$ cat config.mk
export PLATFORM = sky130hd
export DESIGN_NAME = global_alignment_with_traceback
export DESIGN_NICKNAME = d
export VERILOG_FILES = /design/src/hw/rtl/gawt_pkg.sv /design/src/hw/rtl/global_alignment_with_traceback.sv
export SDC_FILE = /design/constraint.sdc
export NUM_CORES = 2
export LEC_CHECK = 0
export ABC_AREA = 1
export BUFFER_PORTS_ARGS = -buffer_cell sky130_fd_sc_hd__buf_4
export CORE_MARGIN = 10
export CORE_UTILIZATION = 50
export CTS_CLUSTER_DIAMETER = 60
export DETAILED_ROUTE_END_ITERATION = 8
export PLACE_DENSITY = 0.65
export SLEW_MARGIN = 25
export SYNTH_ARGS = -nofsm -noshare
export SYNTH_HDL_FRONTEND = slang
export SYNTH_SLANG_ARGS = --single-unit
$ cat constraint.sdc
create_clock -name clock -period 42.1 [get_ports clock]
set_input_delay 4.21 -clock clock [delete_from_list [all_inputs] [get_ports clock]]
set_output_delay 4.21 -clock clock [all_outputs]
set_load 0.01 [all_outputs]
$ cat src/hw/rtl/gawt_pkg.sv
// Shared constants and defaults for the global alignment block.
`default_nettype none
package gawt_pkg;

   localparam int MAX_ROWS_DEF    = 32;
   localparam int MAX_COLS_DEF    = 32;
   localparam int SCORE_WIDTH_DEF = 16;

   localparam int VAL_W     = 23;
   localparam int PEN_W     = 15;
   localparam int SIZE_W    = 6;
   localparam int IDX_W     = 6;
   localparam int OUT_IDX_W = 5;
   localparam int MATCH_W   = 6;
   localparam int SKIP_W    = 7;
   localparam int CSR_AW    = 4;
   localparam int CSR_DW    = 32;

   localparam logic [1:0] REG_INDEL_PENALTY  = 2'd0;
   localparam logic [1:0] REG_ROWS_USED      = 2'd1;
   localparam logic [1:0] REG_COLS_USED      = 2'd2;
   localparam logic [1:0] REG_REVERSE_STRAND = 2'd3;

   localparam logic STRAND_SAME = 1'b0;
   localparam logic STRAND_DIFF = 1'b1;

   localparam logic [PEN_W-1:0]  PEN_RESET  = 15'd256;
   localparam logic [SIZE_W-1:0] ROWS_RESET = 6'd32;
   localparam logic [SIZE_W-1:0] COLS_RESET = 6'd32;

   localparam logic [1:0] DIR_MATCH = 2'd0;
   localparam logic [1:0] DIR_UP    = 2'd1;
   localparam logic [1:0] DIR_LEFT  = 2'd2;

endpackage
`default_nettype wire

$ cat src/hw/rtl/global_alignment_with_traceback.sv
// Top level of the global alignment table fill and traceback engine.
//
// Usage: program indel_penalty, rows_used, cols_used and reverse_strand over the
// APB-style port while the block is idle. Then hand in the similarity matrix in
// row-major order, one score per beat: a beat is taken when start is high and
// busy is low. Each cell runs through one shared saturating adder, in order:
// gap from left, diagonal, gap from above, then the compare. The first cell of
// an alignment first sweeps the first table row into the row buffer. After the
// last cell the traceback walks the direction memory (at most rows_used+cols_used
// steps), then each matched pair leaves as one result beat, in forward order,
// held for exactly one cycle and marked by rsp_strobe; rsp_last marks the final
// beat. With no matches one beat with rsp_dot_valid low is sent. The receiver
// cannot stall the result side.
// Reset restores the register defaults and returns the sequencer to idle; the
// row buffer, direction memory and pair stack are not cleared.
`default_nettype none
module global_alignment_with_traceback
   import gawt_pkg::*;
#(
   parameter int MAX_ROWS    = MAX_ROWS_DEF,
   parameter int MAX_COLS    = MAX_COLS_DEF,
   parameter int SCORE_WIDTH = SCORE_WIDTH_DEF
) (
   input  wire                          clock,
   input  wire                          reset,
   input  wire                          start,
   output logic                         busy,
   input  wire signed [SCORE_WIDTH-1:0] req_score,
   output logic                         rsp_strobe,
   output logic                         rsp_dot_valid,
   output logic [OUT_IDX_W-1:0]         rsp_row_index,
   output logic [OUT_IDX_W-1:0]         rsp_col_index,
   output logic                         rsp_last,
   output logic [MATCH_W-1:0]           rsp_match_count,
   output logic [SKIP_W-1:0]            rsp_skip_count,
   output logic signed [VAL_W-1:0]      rsp_final_score,
   input  wire                          psel,
   input  wire                          penable,
   input  wire                          pwrite,
   input  wire [CSR_AW-1:0]             paddr,
   input  wire [CSR_DW-1:0]             pwdata,
   output logic [CSR_DW-1:0]            prdata,
   output logic                         pready
);

   localparam int RW    = $clog2(MAX_ROWS);
   localparam int CW    = $clog2(MAX_COLS);
   localparam int ER    = $clog2(MAX_ROWS + 1);
   localparam int EC    = $clog2(MAX_COLS + 1);
   localparam int DA    = $clog2(MAX_ROWS * MAX_COLS);
   localparam int SUM_W = ((SCORE_WIDTH > VAL_W) ? SCORE_WIDTH : VAL_W) + 1;
   localparam logic signed [SUM_W-1:0] SUM_HI =
      {{(SUM_W - VAL_W + 1){1'b0}}, {(VAL_W - 1){1'b1}}};
   localparam logic signed [SUM_W-1:0] SUM_LO =
      {{(SUM_W - VAL_W + 1){1'b1}}, {(VAL_W - 1){1'b0}}};

   typedef enum logic [3:0] {
      ST_IDLE, ST_INIT, ST_CELL_A, ST_CELL_B, ST_CELL_C, ST_CELL_D,
      ST_TB_CHK, ST_TB_DIR, ST_EMIT_RD, ST_EMIT_OUT
   } state_type;

   state_type state_ff;

   logic [PEN_W-1:0]  pen_ff;
   logic [SIZE_W-1:0] rows_cfg_ff;
   logic [SIZE_W-1:0] cols_cfg_ff;
   logic              strand_ff;

   logic [RW-1:0]      row_ff;
   logic [CW-1:0]      col_ff;
   logic [MATCH_W-1:0] match_ff;
   logic [SKIP_W-1:0]  skip_ff;
   logic [EC-1:0]      init_j_ff;
   logic [ER-1:0]      tb_i_ff;
   logic [EC-1:0]      tb_j_ff;
   logic [ER-1:0]      n_ff;
   logic [RW-1:0]      p_ff;

   logic signed [SCORE_WIDTH-1:0] score_ff;
   logic signed [VAL_W-1:0]       left_ff;
   logic signed [VAL_W-1:0]       init_val_ff;
   logic signed [VAL_W-1:0]       c1_ff;
   logic signed [VAL_W-1:0]       c2_ff;
   logic signed [VAL_W-1:0]       c3_ff;
   logic signed [VAL_W-1:0]       final_ff;

   logic signed [VAL_W-1:0] prev_mem [0:MAX_COLS];
   logic [1:0]              dir_mem [0:MAX_ROWS*MAX_COLS-1];
   logic [2*IDX_W-1:0]      stack_mem [0:MAX_ROWS-1];
   logic signed [VAL_W-1:0] prev_rd_ff;
   logic [1:0]              dir_rd_ff;
   logic [2*IDX_W-1:0]      stack_rd_ff;

   logic [ER-1:0] rows_eff;
   logic [EC-1:0] cols_eff;
   logic          accept;
   logic          cfg_write;
   logic          col_end;
   logic          row_last;

   logic [VAL_W-2:0]        left_prod;
   logic signed [VAL_W-1:0] left_in;
   logic signed [VAL_W:0]   neg_pen;
   logic signed [SUM_W-1:0] alu_a;
   logic signed [SUM_W-1:0] alu_b;
   logic signed [SUM_W-1:0] alu_sum;
   logic signed [VAL_W-1:0] alu_in;
   logic signed [VAL_W-1:0] best_in;
   logic [1:0]              dir_in;

   logic                    prev_we;
   logic [EC-1:0]           prev_wa;
   logic signed [VAL_W-1:0] prev_wd;
   logic [EC-1:0]           prev_ra;
   logic [DA-1:0]           dir_wa;
   logic [DA-1:0]           dir_ra;
   logic [2*IDX_W-1:0]      push_in;

   assign busy      = (state_ff != ST_IDLE);
   assign accept    = start && !busy;
   assign pready    = 1'b1;
   assign cfg_write = psel && penable && pwrite && pready;

   always_comb begin
      if (rows_cfg_ff == '0) begin
         rows_eff = ER'(1);
      end else if (int'(rows_cfg_ff) > MAX_ROWS) begin
         rows_eff = ER'(MAX_ROWS);
      end else begin
         rows_eff = ER'(rows_cfg_ff);
      end
      if (cols_cfg_ff == '0) begin
         cols_eff = EC'(1);
      end else if (int'(cols_cfg_ff) > MAX_COLS) begin
         cols_eff = EC'(MAX_COLS);
      end else begin
         cols_eff = EC'(cols_cfg_ff);
      end
   end

   assign col_end  = (EC'(col_ff) + EC'(1)) >= cols_eff;
   assign row_last = (ER'(row_ff) + ER'(1)) >= rows_eff;

   always_comb begin
      case (paddr[3:2])
         REG_INDEL_PENALTY:  prdata = CSR_DW'(pen_ff);
         REG_ROWS_USED:      prdata = CSR_DW'(rows_cfg_ff);
         REG_COLS_USED:      prdata = CSR_DW'(cols_cfg_ff);
         REG_REVERSE_STRAND: prdata = CSR_DW'(strand_ff);
         default:            prdata = '0;
      endcase
   end

   // first table column value for the row being entered
   assign left_prod = (VAL_W-1)'(ER'(row_ff) + ER'(1)) * (VAL_W-1)'(pen_ff);
   assign left_in   = -$signed({1'b0, left_prod});
   assign neg_pen   = -$signed({{(VAL_W - PEN_W + 1){1'b0}}, pen_ff});

   always_comb begin
      case (state_ff)
         ST_INIT: begin
            alu_a = SUM_W'(init_val_ff);
            alu_b = SUM_W'(neg_pen);
         end
         ST_CELL_A: begin
            alu_a = SUM_W'(left_ff);
            alu_b = SUM_W'(neg_pen);
         end
         ST_CELL_B: begin
            alu_a = SUM_W'(prev_rd_ff);
            alu_b = SUM_W'(score_ff);
         end
         default: begin
            alu_a = SUM_W'(prev_rd_ff);
            alu_b = SUM_W'(neg_pen);
         end
      endcase
      alu_sum = alu_a + alu_b;
      if (alu_sum > SUM_HI) begin
         alu_in = SUM_HI[VAL_W-1:0];
      end else if (alu_sum < SUM_LO) begin
         alu_in = SUM_LO[VAL_W-1:0];
      end else begin
         alu_in = alu_sum[VAL_W-1:0];
      end
   end

   always_comb begin
      if (c1_ff >= c2_ff && c1_ff >= c3_ff) begin
         best_in = c1_ff;
         dir_in  = DIR_MATCH;
      end else if (c2_ff >= c3_ff) begin
         best_in = c2_ff;
         dir_in  = DIR_UP;
      end else begin
         best_in = c3_ff;
         dir_in  = DIR_LEFT;
      end
   end

   always_comb begin
      prev_we = 1'b0;
      prev_wa = EC'(col_ff);
      prev_wd = left_ff;
      case (state_ff)
         ST_INIT: begin
            prev_we = 1'b1;
            prev_wa = init_j_ff;
            prev_wd = init_val_ff;
         end
         ST_CELL_C: begin
            prev_we = 1'b1;
         end
         ST_CELL_D: begin
            prev_we = col_end;
            prev_wa = EC'(col_ff) + EC'(1);
            prev_wd = best_in;
         end
         default: begin
            prev_we = 1'b0;
         end
      endcase
   end

   assign prev_ra = (state_ff == ST_CELL_B) ? EC'(col_ff) + EC'(1) : EC'(col_ff);
   assign dir_wa  = DA'(row_ff) * DA'(MAX_COLS) + DA'(col_ff);
   assign dir_ra  = DA'(tb_i_ff - ER'(1)) * DA'(MAX_COLS) + DA'(tb_j_ff - EC'(1));
   assign push_in = {IDX_W'(tb_i_ff - ER'(1)),
                     (strand_ff == STRAND_DIFF) ? IDX_W'(cols_eff - tb_j_ff)
                                                : IDX_W'(tb_j_ff - EC'(1))};

   always_ff @(posedge clock) begin
      if (prev_we) begin
         prev_mem[prev_wa] <= prev_wd;
      end
      prev_rd_ff <= prev_mem[prev_ra];
   end

   always_ff @(posedge clock) begin
      if (state_ff == ST_CELL_D) begin
         dir_mem[dir_wa] <= dir_in;
      end
      dir_rd_ff <= dir_mem[dir_ra];
   end

   always_ff @(posedge clock) begin
      if (state_ff == ST_TB_DIR && dir_rd_ff == DIR_MATCH) begin
         stack_mem[n_ff[RW-1:0]] <= push_in;
      end
      stack_rd_ff <= stack_mem[p_ff];
   end

   always_ff @(posedge clock) begin
      if (reset) begin
         pen_ff      <= PEN_RESET;
         rows_cfg_ff <= ROWS_RESET;
         cols_cfg_ff <= COLS_RESET;
         strand_ff   <= STRAND_SAME;
      end else if (cfg_write) begin
         case (paddr[3:2])
            REG_INDEL_PENALTY:  pen_ff      <= pwdata[PEN_W-1:0];
            REG_ROWS_USED:      rows_cfg_ff <= pwdata[SIZE_W-1:0];
            REG_COLS_USED:      cols_cfg_ff <= pwdata[SIZE_W-1:0];
            REG_REVERSE_STRAND: strand_ff   <= pwdata[0];
            default:            pen_ff      <= pen_ff;
         endcase
      end
   end

   always_ff @(posedge clock) begin
      if (reset) begin
         state_ff   <= ST_IDLE;
         row_ff     <= '0;
         col_ff     <= '0;
         match_ff   <= '0;
         skip_ff    <= '0;
         left_ff    <= '0;
         rsp_strobe <= 1'b0;
      end else begin
         rsp_strobe <= 1'b0;
         case (state_ff)
            ST_IDLE: begin
               if (accept) begin
                  score_ff <= req_score;
                  if (col_ff == '0) begin
                     left_ff <= left_in;
                  end
                  if (row_ff == '0 && col_ff == '0) begin
                     match_ff    <= '0;
                     skip_ff     <= '0;
                     init_j_ff   <= '0;
                     init_val_ff <= '0;
                     state_ff    <= ST_INIT;
                  end else begin
                     state_ff <= ST_CELL_A;
                  end
               end
            end
            ST_INIT: begin
               init_j_ff   <= init_j_ff + EC'(1);
               init_val_ff <= alu_in;
               if (init_j_ff == cols_eff) begin
                  state_ff <= ST_CELL_A;
               end
            end
            ST_CELL_A: begin
               c3_ff    <= alu_in;
               state_ff <= ST_CELL_B;
            end
            ST_CELL_B: begin
               c1_ff    <= alu_in;
               state_ff <= ST_CELL_C;
            end
            ST_CELL_C: begin
               c2_ff    <= alu_in;
               state_ff <= ST_CELL_D;
            end
            ST_CELL_D: begin
               left_ff <= best_in;
               if (col_end) begin
                  col_ff <= '0;
                  if (row_last) begin
                     row_ff   <= '0;
                     final_ff <= best_in;
                     tb_i_ff  <= rows_eff;
                     tb_j_ff  <= cols_eff;
                     n_ff     <= '0;
                     state_ff <= ST_TB_CHK;
                  end else begin
                     row_ff   <= row_ff + RW'(1);
                     state_ff <= ST_IDLE;
                  end
               end else begin
                  col_ff   <= col_ff + CW'(1);
                  state_ff <= ST_IDLE;
               end
            end
            ST_TB_CHK: begin
               if (tb_i_ff == '0 && tb_j_ff == '0) begin
                  if (n_ff == '0) begin
                     rsp_strobe      <= 1'b1;
                     rsp_dot_valid   <= 1'b0;
                     rsp_row_index   <= '0;
                     rsp_col_index   <= '0;
                     rsp_last        <= 1'b1;
                     rsp_match_count <= match_ff;
                     rsp_skip_count  <= skip_ff;
                     rsp_final_score <= final_ff;
                     state_ff        <= ST_IDLE;
                  end else begin
                     p_ff     <= RW'(n_ff - ER'(1));
                     state_ff <= ST_EMIT_RD;
                  end
               end else if (tb_i_ff == '0) begin
                  tb_j_ff <= tb_j_ff - EC'(1);
                  skip_ff <= skip_ff + SKIP_W'(1);
               end else if (tb_j_ff == '0) begin
                  tb_i_ff <= tb_i_ff - ER'(1);
                  skip_ff <= skip_ff + SKIP_W'(1);
               end else begin
                  state_ff <= ST_TB_DIR;
               end
            end
            ST_TB_DIR: begin
               case (dir_rd_ff)
                  DIR_MATCH: begin
                     n_ff     <= n_ff + ER'(1);
                     tb_i_ff  <= tb_i_ff - ER'(1);
                     tb_j_ff  <= tb_j_ff - EC'(1);
                     match_ff <= match_ff + MATCH_W'(1);
                  end
                  DIR_UP: begin
                     tb_i_ff <= tb_i_ff - ER'(1);
                     skip_ff <= skip_ff + SKIP_W'(1);
                  end
                  default: begin
                     tb_j_ff <= tb_j_ff - EC'(1);
                     skip_ff <= skip_ff + SKIP_W'(1);
                  end
               endcase
               state_ff <= ST_TB_CHK;
            end
            ST_EMIT_RD: begin
               state_ff <= ST_EMIT_OUT;
            end
            ST_EMIT_OUT: begin
               rsp_strobe      <= 1'b1;
               rsp_dot_valid   <= 1'b1;
               rsp_row_index   <= stack_rd_ff[IDX_W+OUT_IDX_W-1:IDX_W];
               rsp_col_index   <= stack_rd_ff[OUT_IDX_W-1:0];
               rsp_last        <= (p_ff == '0);
               rsp_match_count <= match_ff;
               rsp_skip_count  <= skip_ff;
               rsp_final_score <= final_ff;
               if (p_ff == '0) begin
                  state_ff <= ST_IDLE;
               end else begin
                  p_ff     <= p_ff - RW'(1);
                  state_ff <= ST_EMIT_RD;
               end
            end
            default: begin
               state_ff <= ST_IDLE;
            end
         endcase
      end
   end

`ifndef NO_ASSERTIONS
   a_accept_busy: assert property (@(posedge clock) disable iff (reset)
      accept |=> busy)
      else $error("accepted beat did not raise busy");

   a_more_follow: assert property (@(posedge clock) disable iff (reset)
      (rsp_strobe && !rsp_last) |-> busy)
      else $error("non-final result beat while idle");

   a_empty_last: assert property (@(posedge clock) disable iff (reset)
      (rsp_strobe && !rsp_dot_valid) |-> (rsp_last && rsp_match_count == '0))
      else $error("empty result beat not final or with matches");

   a_dot_count: assert property (@(posedge clock) disable iff (reset)
      (rsp_strobe && rsp_dot_valid) |-> (rsp_match_count != '0))
      else $error("pair beat with zero match count");
`endif

endmodule
`default_nettype wire
==> results.json <==
{
  "seq_area_frac_synth_pct": 68.34,
  "cts.clk_slew.worst_paths_ns": 0.06,
  "crit_path_start_kind": "input pin",
  "drive_gt1_share_pct": 7.589,
  "htree_num_levels": 5,
  "preCtsSetupSlack_ns": 32.64,
  "ys_top_cells_by_area": "edfxtp_1 67%, nand3_1 7.6%, nand2_1 7.4%",
  "avgSynthCellArea_um2": 11.04,
  "core-area_um2": 297500,
  "first_pass_iters": 8,
  "hold_ws_ns": 0.4153,
  "p_total_mw": 8.506,
  "final.setup.worst_slack_ns": 32.59,
  "vias_per_cell": 5.966,
  "first_global_vias": 101400,
  "io_buffers": 103,
  "drt_iter0_drc": 12120,
  "setup_viol": 0,
  "path_class": "in -> out",
  "totalWireLength_um": 422300,
  "die_h_um": 567.5,
  "cts_buffers": 363,
  "routedWlPerCell_um": 24.08,
  "skew_ns": 0.07771,
  "worst_r2r_path_depth": 17,
  "synth_top_cell_by_area": "edfxtp_1",
  "fmax_mhz": 105.1,
  "power_leakage_nw": 57.54,
  "initial_core_util_pct": 50.37,
  "p_per_area_nw_per_um2": 51.22,
  "timing.rr.start": "c1_ff[13]",
  "post_cts_resize_count": 0,
  "rr_endpoint": "dir_mem[86][0]",
  "tightestPinTransition_ns": 1.298,
  "r2r_slack_ns": 35.47,
  "hp-class": "reg -> reg",
  "fill_cells": 24610,
  "routabilityCongestion": 0.9307,
  "grt_pass1_wl_um": 624700,
  "cts_buffer_depth": 4,
  "ys.warnings.count": 0,
  "dieWidth_um": 567.5,
  "final_util_pct": 55.81,
  "ys_seq_elements": 3449,
  "hold_end": "rsp_final_score[1]",
  "post_cts_buffers": 0,
  "layout_common_cells": "3,335 x edfxtp_1, 2,886 x nand2_1, 2,274 x nand3_1",
  "ir_worst_vdd_uv": 49.34,
  "path_max_fanout": 15,
  "drcViolationCount": 0,
  "synth_top_cell_area_share_pct": 66.82,
  "synth_edf_count": 3335,
  "areaGrowthSynthToFinish_pct": 10.79,
  "clkSinkCount": 3449,
  "placementRows": 200,
  "period_share_pct": 22.59,
  "arrival_ns": 5.30,
  "synth_cells": 13580,
  "critPathCaptureType": "output port",
  "final_common_cell": "edfxtp_1",
  "syn_area_um2": 149900,
  "ant_nets": 0,
  "grt_overflow_total": 0,
  "period_needed_ns": 9.511,
  "clockRootBuffer": "clkbuf_16",
  "drv_cap": 0,
  "hold_depth": 0,
  "clk_latency_ns": 0.97,
  "hold_viol": 0,
  "pin_count": 141,
  "setup-tns-final_ns": 0,
  "track_usage_pct": 25.17,
  "required_ns": 37.89,
  "drv_slew": 0,
  "async_flop_share_pct": 0,
  "rsz0062_at_grt": "false",
  "min_from": "final_ff[1]",
  "grt_start_max_net_pins": 233,
  "vias": 104600,
  "synthFlopType": "edfxtp_1",
  "antenna_found_initial": 12,
  "dp_hpwl_um": 228400,
  "nNetsFinal": 13590,
  "status": "finished clean",
  "ys_types": 62,
  "die_area_um2": 322100,
  "postCtsHoldBufs": 0,
  "cts_tree": "done",
  "timing.slew.headroom_pct": 13.13
}
-- layout make-up --
class	instances	area [um2]	share of cell area, %
Timing Repair Buffer	291	2511	1.512
Inverter	484	1841	1.108
Sequential cell	3449	102400	61.68
Multi-Input combinational cell	8708	42440	25.56
Clock buffer	458	9656	5.815
Antenna cell	2	5.005	0.003014
Clock inverter	208	2248	1.354
Tap cell	3939	4928	2.968
-- routing by layer --
layer	wire length (um)	GRT usage, %	vias to the layer above
li1	-	-	47200
met1	165400	33.88	51530
met2	198600	40.97	4971
met3	39630	4.188	931
met4	18550	10.07	6
met5	39	0	-
-- critical path: stages --
cell and delay (ns):
buf_4 0.12, nor2_1 0.13, inv_1 0.23, o221ai_1 0.40, buf_4 0.20
-- cells in the mapped netlist, types with 23 or more instances --
cell	n
clkbuf_1	627
inv_2	45
nor3_1	27
o221ai_1	67
nand2_1	2953
o21bai_1	71
inv_1	433
o21ai_1	185
edfxtp_1	3335
fa_1	56
xor2_1	38
ha_1	179
buf_1	75
o21ai_0	585
buf_4	28
buf_2	224
a21oi_1	176
dfxtp_1	114
o22ai_1	33
nand3_1	2275
nor2_1	1634
a31oi_1	23
nand4_1	33
o211ai_1	252
-- through the flow --
step	area [um2]	std cells
6_report	166100	17540
5_1_grt	166100	17540
4_1_cts	165800	17530
3_5_place_dp	153900	16870
3_3_place_gp	153800	16870
2_1_floorplan	149900	13600
-- cell families after synthesis --
kind of cell | count (synthesis) | share of synthesized area [%]
and+or+nand+nor | 6963 | 19.54
AOI/OAI and AO/OA | 1437 | 5.653
DFF | 3449 | 68.34
buffers and inverters | 1440 | 3.871
adders and majority gates | 235 | 2.242
other | 2 | 0.005011
xor gates and xnor gates | 55 | 0.3464
-- worst max path at each step --
stage / cells after the start / end / startpoint / slack, ns
after floorplan: 9 / dir_mem[0][0] / c2_ff[22] / 4.00
after global placement: 5 / prdata[2] / paddr[3] / 32.69
after detailed placement: 5 / prdata[2] / paddr[3] / 32.64
after CTS: 5 / prdata[2] / paddr[3] / 32.64
after global routing: 6 / prdata[1] / paddr[2] / 32.59
final: 5 / prdata[2] / paddr[3] / 32.59
-- state kept, by name, summed over array words and instances, names as in the netlist, 7 cells and up --
name             cells
c1_ff               23
c2_ff               23
c3_ff               23
dir_mem           2048
final_ff            23
init_val_ff         23
left_ff             23
pen_ff              15
prev_mem           759
prev_rd_ff          23
rsp_final_score     23
rsp_skip_count       7
score_ff            16
skip_ff              7
stack_mem          320
stack_rd_ff         10
-- power breakdown --
| part | switching, mW | total (mW) | leakage (nW) | internal [mW] |
|---|---|---|---|---|
| Sequential | 0.0256 | 4.20 | 31.2 | 4.17 |
| Clock | 1.34 | 3.20 | 5.78 | 1.86 |
| Combinational | 0.881 | 1.11 | 20.5 | 0.232 |
| Total | 2.24 | 8.51 | 57.5 | 6.26 |
Note: power is estimated with default switching activity, not from simulation.
